**config.mk**
```make
export PLATFORM = sky130hd
export DESIGN_NAME = block_cipher_padder_core_flat
export DESIGN_NICKNAME = d
export VERILOG_FILES = /design/src/cbp_pkg.sv /design/src/cbp_if.sv /design/src/cbp_ctrl.sv /design/src/cbp_dpath.sv /design/src/block_cipher_padder_core.sv /design/src/flat_wrapper.sv
export SDC_FILE = /design/constraint.sdc
export NUM_CORES = 1
export LEC_CHECK = 0
export ABC_AREA = 1
export BUFFER_PORTS_ARGS = -buffer_cell sky130_fd_sc_hd__buf_4
export CORE_MARGIN = 4
export CORE_UTILIZATION = 55
export DETAILED_ROUTE_END_ITERATION = 7
export HOLD_SLACK_MARGIN = 0.15
export PLACE_DENSITY_LB_ADDON = 0.1
export SETUP_SLACK_MARGIN = 0.1
export SLEW_MARGIN = 15
export SYNTH_ARGS = -nofsm -noshare
export SYNTH_HDL_FRONTEND = slang
export SYNTH_HIERARCHICAL = 1
export SYNTH_SLANG_ARGS = --single-unit
```
**constraint.sdc**
```tcl
create_clock -name clk_i -period 6.5 [get_ports clk_i]
set_clock_uncertainty 0.2 [all_clocks]
set_input_delay 1.3 -clock clk_i [delete_from_list [all_inputs] [get_ports clk_i]]
set_output_delay 1.3 -clock clk_i [all_outputs]
set_load 0.01 [all_outputs]
```
**src/cbp_pkg.sv**
```systemverilog
// ----------------------------------------------------------------------------
// Block cipher padder package
// Shared constants, configuration codes and controller/datapath structs.
// ----------------------------------------------------------------------------
`default_nettype none

package cbp_pkg;

  // Largest cipher block that the padder handles, in bytes.
  localparam int unsigned MaxBlock   = 32;
  // Block size that PKCS#5 demands.
  localparam int unsigned Pkcs5Block = 8;

  localparam int unsigned ByteW  = 8;
  localparam int unsigned SizeW  = 6;                   // block_size register
  localparam int unsigned PosW   = $clog2(MaxBlock);    // position within block
  localparam int unsigned CntW   = $clog2(MaxBlock + 1); // pad byte count
  localparam int unsigned CfgIdxW = 1;
  localparam int unsigned CfgDatW = SizeW;

  typedef enum logic [1:0] {
    SchemeZero  = 2'd0,
    SchemeX923  = 2'd1,
    SchemePkcs5 = 2'd2,
    SchemePkcs7 = 2'd3
  } pad_scheme_e;

  typedef enum logic [CfgIdxW-1:0] {
    RegPadScheme = 1'b0,
    RegBlockSize = 1'b1
  } cfg_reg_e;

  localparam pad_scheme_e SchemeReset    = SchemePkcs7;
  localparam logic [SizeW-1:0] SizeReset = SizeW'(16);

  // Commands from the controller to the datapath.
  typedef struct packed {
    logic take_item;  // an input transaction completes this cycle
    logic send_pad;   // load the next pad byte into the output register
  } cbp_cmd_t;

  // Status from the datapath to the controller.
  typedef struct packed {
    logic pad_needed; // the offered item ends a message that gets pad bytes
    logic pad_last;   // the next pad byte is the final one
    logic out_full;   // the output register holds an untaken result
  } cbp_sts_t;

endpackage

`default_nettype wire

```
**src/cbp_if.sv**
```systemverilog
// ----------------------------------------------------------------------------
// Block cipher padder channel interfaces
// Input byte stream, result stream and configuration write channel.
// ----------------------------------------------------------------------------
`default_nettype none

interface cbp_in_if;
  logic                      valid;
  logic                      ready;
  logic [cbp_pkg::ByteW-1:0] data_byte;
  logic                      is_last;
  logic                      no_byte;

  modport source (output valid, data_byte, is_last, no_byte, input ready);
  modport sink   (input valid, data_byte, is_last, no_byte, output ready);
endinterface

interface cbp_out_if;
  logic                      valid;
  logic                      ready;
  logic [cbp_pkg::ByteW-1:0] out_byte;
  logic                      out_last;
  logic                      setup_error;

  modport source (output valid, out_byte, out_last, setup_error, input ready);
  modport sink   (input valid, out_byte, out_last, setup_error, output ready);
endinterface

interface cbp_cfg_if;
  logic                        valid;
  logic                        ready;
  logic [cbp_pkg::CfgIdxW-1:0] index;
  logic [cbp_pkg::CfgDatW-1:0] data;

  modport source (output valid, index, data, input ready);
  modport sink   (input valid, index, data, output ready);
endinterface

`default_nettype wire

```
**src/cbp_ctrl.sv**
```systemverilog
// ----------------------------------------------------------------------------
// Block cipher padder controller
// Two-state machine: pass message bytes, then emit the pad run.
// ----------------------------------------------------------------------------
`default_nettype none

module cbp_ctrl (
  input  wire logic              clk_i,
  input  wire logic              rst_ni,
  input  wire logic              in_valid_i,
  output logic                   in_ready_o,
  input  wire logic              out_ready_i,
  input  wire cbp_pkg::cbp_sts_t sts_i,
  output cbp_pkg::cbp_cmd_t      cmd_o
);
  import cbp_pkg::*;

  localparam logic StIdle = 1'b0;
  localparam logic StPad  = 1'b1;

  logic state_q, state_d;
  logic slot_free;

  // The output register can take a new result when empty or being drained.
  assign slot_free = !sts_i.out_full || out_ready_i;

  always_comb begin
    state_d          = state_q;
    in_ready_o       = 1'b0;
    cmd_o.take_item  = 1'b0;
    cmd_o.send_pad   = 1'b0;
    case (state_q)
      StIdle: begin
        in_ready_o      = slot_free;
        cmd_o.take_item = in_valid_i && slot_free;
        if (cmd_o.take_item && sts_i.pad_needed) begin
          state_d = StPad;
        end
      end
      StPad: begin
        cmd_o.send_pad = slot_free;
        if (slot_free && sts_i.pad_last) begin
          state_d = StIdle;
        end
      end
      default: begin
        state_d = StIdle;
      end
    endcase
  end

  always_ff @(posedge clk_i or negedge rst_ni) begin
    if (!rst_ni) begin
      state_q <= StIdle;
    end else begin
      state_q <= state_d;
    end
  end

endmodule

`default_nettype wire

```
**src/cbp_dpath.sv**
```systemverilog
// ----------------------------------------------------------------------------
// Block cipher padder datapath
// Configuration registers, block position, pad counter and output register.
// ----------------------------------------------------------------------------
`default_nettype none

module cbp_dpath (
  input  wire logic                        clk_i,
  input  wire logic                        rst_ni,
  input  wire logic                        cfg_we_i,
  input  wire logic [cbp_pkg::CfgIdxW-1:0] cfg_index_i,
  input  wire logic [cbp_pkg::CfgDatW-1:0] cfg_data_i,
  input  wire logic [cbp_pkg::ByteW-1:0]   data_byte_i,
  input  wire logic                        is_last_i,
  input  wire logic                        no_byte_i,
  input  wire logic                        out_ready_i,
  input  wire cbp_pkg::cbp_cmd_t           cmd_i,
  output cbp_pkg::cbp_sts_t                sts_o,
  output logic                             out_valid_o,
  output logic [cbp_pkg::ByteW-1:0]        out_byte_o,
  output logic                             out_last_o,
  output logic                             setup_error_o
);
  import cbp_pkg::*;

  pad_scheme_e      scheme_q;
  logic [SizeW-1:0] size_q;
  logic [PosW-1:0]  pos_q, pos_d, pos_next;
  logic [CntW-1:0]  pad_cnt_q, pad_cnt_d;
  logic [CntW-1:0]  pad_val_q, pad_val_d;
  logic             out_valid_q, out_valid_d;
  logic [ByteW-1:0] out_byte_q, out_byte_d;
  logic             out_last_q, out_last_d;
  logic             out_err_q, out_err_d;

  logic             size_ok, setup_err;
  logic [SizeW-1:0] pos_inc;
  logic [PosW-1:0]  rem;
  logic [CntW-1:0]  count;

  assign size_ok   = (size_q >= SizeW'(1)) && (size_q <= SizeW'(MaxBlock));
  assign setup_err = !size_ok || ((scheme_q == SchemePkcs5) &&
                                  (size_q != SizeW'(Pkcs5Block)));

  // Position after the offered byte, and the partial-block remainder.
  assign pos_inc = {1'b0, pos_q} + SizeW'(1);

  always_comb begin
    if (no_byte_i) begin
      pos_next = pos_q;
    end else if (!size_ok || pos_inc >= size_q) begin
      pos_next = '0;
    end else begin
      pos_next = pos_inc[PosW-1:0];
    end
    rem = (size_ok && ({1'b0, pos_next} < size_q)) ? pos_next : '0;
  end

  // Number of pad bytes for a message ending with the offered item.
  always_comb begin
    count = '0;
    if (!setup_err) begin
      case (scheme_q)
        SchemeZero:  count = (rem == '0) ? '0 : CntW'(size_q - {1'b0, rem});
        SchemePkcs5: count = CntW'(Pkcs5Block) - CntW'(rem);
        default:     count = CntW'(size_q - {1'b0, rem});
      endcase
    end
  end

  assign sts_o.pad_needed = is_last_i && (count != '0);
  assign sts_o.pad_last   = (pad_cnt_q == CntW'(1));
  assign sts_o.out_full   = out_valid_q;

  always_comb begin
    pos_d       = pos_q;
    pad_cnt_d   = pad_cnt_q;
    pad_val_d   = pad_val_q;
    out_valid_d = out_valid_q;
    out_byte_d  = out_byte_q;
    out_last_d  = out_last_q;
    out_err_d   = out_err_q;
    if (cmd_i.take_item) begin
      pos_d       = is_last_i ? '0 : pos_next;
      pad_cnt_d   = count;
      // Zero fill pads with zeros only; the other schemes carry the count.
      pad_val_d   = (scheme_q == SchemeZero) ? '0 : count;
      out_valid_d = !no_byte_i;
      out_byte_d  = data_byte_i;
      out_last_d  = is_last_i && (count == '0);
      out_err_d   = setup_err;
    end else if (cmd_i.send_pad) begin
      pad_cnt_d   = pad_cnt_q - CntW'(1);
      out_valid_d = 1'b1;
      // X9.23 fills with zeros and puts the count only in the final byte.
      if ((scheme_q == SchemeX923) && !sts_o.pad_last) begin
        out_byte_d = '0;
      end else begin
        out_byte_d = ByteW'(pad_val_q);
      end
      out_last_d  = sts_o.pad_last;
      out_err_d   = 1'b0;
    end else if (out_ready_i) begin
      out_valid_d = 1'b0;
    end
  end

  always_ff @(posedge clk_i or negedge rst_ni) begin
    if (!rst_ni) begin
      scheme_q    <= SchemeReset;
      size_q      <= SizeReset;
      pos_q       <= '0;
      pad_cnt_q   <= '0;
      out_valid_q <= 1'b0;
    end else begin
      if (cfg_we_i) begin
        case (cfg_index_i)
          RegPadScheme: scheme_q <= pad_scheme_e'(cfg_data_i[1:0]);
          RegBlockSize: size_q   <= cfg_data_i;
          default: ;
        endcase
      end
      pos_q       <= pos_d;
      pad_cnt_q   <= pad_cnt_d;
      out_valid_q <= out_valid_d;
    end
  end

  always_ff @(posedge clk_i) begin
    pad_val_q  <= pad_val_d;
    out_byte_q <= out_byte_d;
    out_last_q <= out_last_d;
    out_err_q  <= out_err_d;
  end

  assign out_valid_o   = out_valid_q;
  assign out_byte_o    = out_byte_q;
  assign out_last_o    = out_last_q;
  assign setup_error_o = out_err_q;

endmodule

`default_nettype wire

```
**src/block_cipher_padder_core.sv**
```systemverilog
// ----------------------------------------------------------------------------
// Block cipher padder
// Passes message bytes through and appends zero, X9.23, PKCS#5 or PKCS#7
// padding at the end of each message.
// ----------------------------------------------------------------------------
//
//   Channel   Direction  Transaction carries
//   byte_in   sink       data_byte, is_last, no_byte
//   byte_out  source     out_byte, out_last, setup_error
//   cfg_in    sink       index (0 pad_scheme, 1 block_size), data
//
// A message byte that is taken appears on byte_out in the next cycle;
// with byte_out ready, bytes flow at one transaction per cycle.
// An end mark that needs padding is followed by up to 32 pad-counter bytes,
// one per cycle while byte_out is ready; byte_in.ready stays low throughout.
// The result sits in a single output register, so a stalled byte_out holds
// its transaction and byte_in waits until that register can be reloaded.
// rst_ni clears the block position, the output register and the controller,
// and restores PKCS#7 with a 16-byte block. Configuration writes are always
// accepted and are meant for times when no message is in flight.
// ----------------------------------------------------------------------------
`default_nettype none

module block_cipher_padder_core (
  input  wire logic clk_i,
  input  wire logic rst_ni,
  cbp_in_if.sink    byte_in,
  cbp_out_if.source byte_out,
  cbp_cfg_if.sink   cfg_in
);
  import cbp_pkg::*;

  cbp_cmd_t cmd;
  cbp_sts_t sts;

  // Configuration registers are simple flops, so a write never stalls.
  assign cfg_in.ready = 1'b1;

  // The controller sequences transactions: it accepts message items while
  // the output register can be reloaded, then steps through the pad run.
  cbp_ctrl u_ctrl (
    .clk_i       (clk_i),
    .rst_ni      (rst_ni),
    .in_valid_i  (byte_in.valid),
    .in_ready_o  (byte_in.ready),
    .out_ready_i (byte_out.ready),
    .sts_i       (sts),
    .cmd_o       (cmd)
  );

  // The datapath works out the block position, the pad length and value,
  // and holds the result register that drives byte_out.
  cbp_dpath u_dpath (
    .clk_i         (clk_i),
    .rst_ni        (rst_ni),
    .cfg_we_i      (cfg_in.valid),
    .cfg_index_i   (cfg_in.index),
    .cfg_data_i    (cfg_in.data),
    .data_byte_i   (byte_in.data_byte),
    .is_last_i     (byte_in.is_last),
    .no_byte_i     (byte_in.no_byte),
    .out_ready_i   (byte_out.ready),
    .cmd_i         (cmd),
    .sts_o         (sts),
    .out_valid_o   (byte_out.valid),
    .out_byte_o    (byte_out.out_byte),
    .out_last_o    (byte_out.out_last),
    .setup_error_o (byte_out.setup_error)
  );

  // An input item is never taken in a cycle that loads a pad byte.
  assert property (@(posedge clk_i) disable iff (!rst_ni)
    !(cmd.take_item && cmd.send_pad))
    else $error("input taken while a pad byte is loaded");

  // Loading the final pad byte presents a transaction flagged as last.
  assert property (@(posedge clk_i) disable iff (!rst_ni)
    cmd.send_pad && sts.pad_last |=> byte_out.valid && byte_out.out_last)
    else $error("final pad byte not flagged as last");

  // Once an end mark starts a pad run, byte_in.ready is low as the run begins.
  assert property (@(posedge clk_i) disable iff (!rst_ni)
    cmd.take_item && sts.pad_needed |=> !byte_in.ready)
    else $error("input accepted at the start of a pad run");

endmodule

`default_nettype wire
```
**src/flat_wrapper.sv**
```systemverilog
// flat-port wrapper written by rule: the top's interface ports become plain ports
module block_cipher_padder_core_flat import cbp_pkg::*;
  (clk_i, rst_ni, byte_in_valid, byte_in_data_byte, byte_in_is_last, byte_in_no_byte, byte_in_ready, byte_out_valid, byte_out_out_byte, byte_out_out_last, byte_out_setup_error, byte_out_ready, cfg_in_valid, cfg_in_index, cfg_in_data, cfg_in_ready);
  cbp_in_if byte_in_i ();
  cbp_out_if byte_out_i ();
  cbp_cfg_if cfg_in_i ();
  input  wire logic clk_i;
  input  wire logic rst_ni;
  input wire logic [$bits(byte_in_i.valid)-1:0] byte_in_valid;
  input wire logic [$bits(byte_in_i.data_byte)-1:0] byte_in_data_byte;
  input wire logic [$bits(byte_in_i.is_last)-1:0] byte_in_is_last;
  input wire logic [$bits(byte_in_i.no_byte)-1:0] byte_in_no_byte;
  output wire logic [$bits(byte_in_i.ready)-1:0] byte_in_ready;
  output wire logic [$bits(byte_out_i.valid)-1:0] byte_out_valid;
  output wire logic [$bits(byte_out_i.out_byte)-1:0] byte_out_out_byte;
  output wire logic [$bits(byte_out_i.out_last)-1:0] byte_out_out_last;
  output wire logic [$bits(byte_out_i.setup_error)-1:0] byte_out_setup_error;
  input wire logic [$bits(byte_out_i.ready)-1:0] byte_out_ready;
  input wire logic [$bits(cfg_in_i.valid)-1:0] cfg_in_valid;
  input wire logic [$bits(cfg_in_i.index)-1:0] cfg_in_index;
  input wire logic [$bits(cfg_in_i.data)-1:0] cfg_in_data;
  output wire logic [$bits(cfg_in_i.ready)-1:0] cfg_in_ready;
  assign byte_in_i.valid = byte_in_valid;
  assign byte_in_i.data_byte = byte_in_data_byte;
  assign byte_in_i.is_last = byte_in_is_last;
  assign byte_in_i.no_byte = byte_in_no_byte;
  assign byte_in_ready = byte_in_i.ready;
  assign byte_out_valid = byte_out_i.valid;
  assign byte_out_out_byte = byte_out_i.out_byte;
  assign byte_out_out_last = byte_out_i.out_last;
  assign byte_out_setup_error = byte_out_i.setup_error;
  assign byte_out_i.ready = byte_out_ready;
  assign cfg_in_i.valid = cfg_in_valid;
  assign cfg_in_i.index = cfg_in_index;
  assign cfg_in_i.data = cfg_in_data;
  assign cfg_in_ready = cfg_in_i.ready;
  block_cipher_padder_core u_core (.clk_i(clk_i), .rst_ni(rst_ni), .byte_in(byte_in_i), .byte_out(byte_out_i), .cfg_in(cfg_in_i));
endmodule
```
==> results.cfg <==
[routing]
antenna_left = 0
routed_wire_length_per_instance_microns = 13.2
via_count = 2272
first_drt_iteration_drcs = 133
drc_errors = 0
routed_wl_microns = 5790
drt_first_pass_iters = 4
vias_per_cell = 5.19

[sta]
fmax_mhz = 187
slew_headroom_pct = 64.2
max_slew.worst_pin.slew_ns = 0.537
timing.final.setup_violations = 0
finalMaxSlewViolations = 0
finalWorstSetupSlack_ns = 1.16
tcrit_tclk_final_pct = 82.2
finalWorstPathRequiredPeriod_ns = 5.34
setup_tns_ns = 0
report.final.hold_viol_count = 0
grt_setup_unrepaired = no

[global_routing]
overflow = 0
grt.met1_usage_pct = 28.5
globalRoute.busiestLayer = met2
grt_start_max_net_pins = 25
groute.layer.met2.usage_pct = 33.3
antenna_found_initial = 0
number_of_global_route_vias_before_repair = 2237
groute.usage.overall_pct = 21.2
grt_first_pass_wirelength_microns = 10200
grtUsageMet3_pct = 3.94

[clock_network]
cts_setup_buffers = 0
htree_levels = 2
clk-insertion-delay-late_ns = 0.29
clock_sink_count = 37
number_of_buffers_created_by_cts = 5
clk_transition_reported_paths_ns = 0.08
clock-root-buffer = clkbuf_8
ctsResizeCount = 0
cts_tree = yes
hold_buffers = 0
cts_buffer_depth = 2

[critical_path]
path_max_fanout = 7
worstSetupStartpointType = flip-flop
critical-path-slowest-cell = dfrtp_1
reg2reg_setup_slack_ns = 1.16
worst_path_most_repeated_cell = nand2_1
worstPathRequired_ns = 6.49
critPathKind = flip-flop to flip-flop
worstPathArrival_ns = 5.34
worst_setup_path_end_kind = flip-flop
critPathMaxStageDelay_ns = 0.46

[floorplanning]
core_sq_um = 4720
design.die.area_sq_um = 6060
floorplan.die.height_microns = 77.8
placementRows = 25
start_util_pct = 56.8
die_w_microns = 77.8
ios = 35

[final_layout]
total_number_of_nets_in_the_final_design = 412
final_layout_size_suffix_gt1_share_pct = 21.8
final_cell_area_sq_um = 3130
postLayoutCoreUtil_pct = 66.2
flow.area_growth_from_synthesis_pct = 16.5
antenna_cells = 0

[power_and_ir_drop]
power.total_uw = 1020
p_per_area_nw_per_um2 = 325
ir_worst_vdd_mv = 0.211
p_leak_uw = 0.00156

[synth]
yosysSeqAreaShare_pct = 37.6
ys.warnings.count = 6
mappedNetlistNets = 378
synth_area_per_cell_sq_um = 7.98
synthCells = 336
ys_ff_latch = 37
post_synth_design_cell_area_sq_um = 2680
netlist-cell-type-count = 40

[placement]
dpl-instance-area_sq_um = 2990
detailed_place_hpwl_microns = 4490
place_ws_ns = 1.19
placement.io_buffers = 33
finalWeightedCongestion = 0.946

[status]
run_status = finished clean

[min_path]
holdCritPathClass = flip-flop to flip-flop

[flow_run]
timing.max_cap.violations = 0
## metal layers
layer | wire length [microns] | up-vias
met2 | 2690 | 49
met3 | 262 | 12
met1 | 2720 | 1040
li1 | - | 1171
met4 | 110 | 0
met5 | 0 | -
## worst paths after layout
check                      cells past startpoint                   startpoint                          end
max                                           35      u_core/u_dpath/pos_q[0]        u_core/u_ctrl/state_q
min                                            2  u_core/u_dpath/pad_cnt_q[1]  u_core/u_dpath/pad_cnt_q[1]
max reg2reg                                   35      u_core/u_dpath/pos_q[0]        u_core/u_ctrl/state_q
min reg2reg                                    2  u_core/u_dpath/pad_cnt_q[1]  u_core/u_dpath/pad_cnt_q[1]
max in group asynchronous                      1                       rst_ni   u_core/u_dpath/scheme_q[1]
min in group asynchronous                      1                       rst_ni      u_core/u_dpath/pos_q[4]
## metrics by stage
stage / std cells / hold WS (ns)
3_5_place_dp: 430 / 0.285
4_1_cts: 438 / 0.302
2_1_floorplan: 336 / 0.259
3_3_place_gp: 430 / 0.284
6_report: 438 / 0.304
5_1_grt: 438 / 0.346
## where the power goes
part | switching [uW] | internal (uW) | total, uW
Combinational | 236 | 157 | 393
Clock | 87.3 | 154 | 242
Sequential | 46.8 | 334 | 380
Total | 370 | 645 | 1020
## cells in the mapped netlist, drive strengths merged
master	n	area (sq um)
o22ai	2	12.5
a221oi	1	26.3
inv	50	190
a31oi	1	6.26
xnor2	3	26.3
conb	1	3.75
nand3	29	173
o211ai	2	25.0
a21boi	1	7.51
a22o	2	17.5
clkinv	1	3.75
fa	1	20.0
a21oi	23	119
ha	19	238
buf	2	15.0
and2	1	8.76
nor3	4	20.0
dfstp	3	78.8
nor2	30	138
o21ai	11	58.8
nand2	93	409
dfrtp	18	450
xor2	6	52.6
edfxtp	16	480
nand4	7	50.1
o221ai	3	26.3
nand3b	1	7.51
clkbuf	5	18.8
## critical path: cells and delay by family, from the launching register on
family	cells	cell delay [ns]
flops	1	0.46
compound gates	7	1.28
buf+inv	4	0.24
simple gates	18	1.56
xor+xnor	2	0.42
fa+ha+maj	4	1.07
## area by class of cell
| type | count | area [sq um] |
|---|---|---|
| multi-input combinational | 241 | 1450 |
| fill | 418 | 1600 |
| clock inverter | 3 | 68.8 |
| sequential | 37 | 1010 |
| clock buffer | 5 | 68.8 |
| timing repair buffer | 34 | 255 |
| tap | 67 | 83.8 |
| inverter | 51 | 194 |
## cells by family after synthesis
| kind of cell | Yosys count | share of synthesized area, % |
|---|---|---|
| adder cells (fa/ha/maj) | 20 | 9.61 |
| AO/OA/AOI/OAI | 46 | 11.1 |
| XOR/XNOR | 9 | 2.94 |
| other | 1 | 0.140 |
| AND/OR/NAND/NOR | 165 | 30.0 |
| flip-flops | 37 | 37.6 |
| buffers and inverters | 58 | 8.49 |
## sequential cells by signal, indices dropped and copies added, names as in the netlist
signal                        flops
u_core/u_dpath/size_q             6
u_core/u_ctrl/state_q             1
u_core/u_dpath/pad_cnt_q          6
u_core/u_dpath/out_valid_o        1
u_core/u_dpath/out_last_o         1
u_core/u_dpath/setup_error_o      1
u_core/u_dpath/pos_q              5
u_core/u_dpath/out_byte_o         8
u_core/u_dpath/scheme_q           2
u_core/u_dpath/pad_val_q          6
## cell usage in the layout (no fill, tap or decap), drive strengths merged, types with 11 or more instances in the layout
cell    instances
a21oi          23
dfrtp          18
nor2           30
nand2          93
nand3          29
edfxtp         16
inv            51
buf            34
ha             19
o21ai          11
No activity file was read; power rests on OpenSTA's default activity.
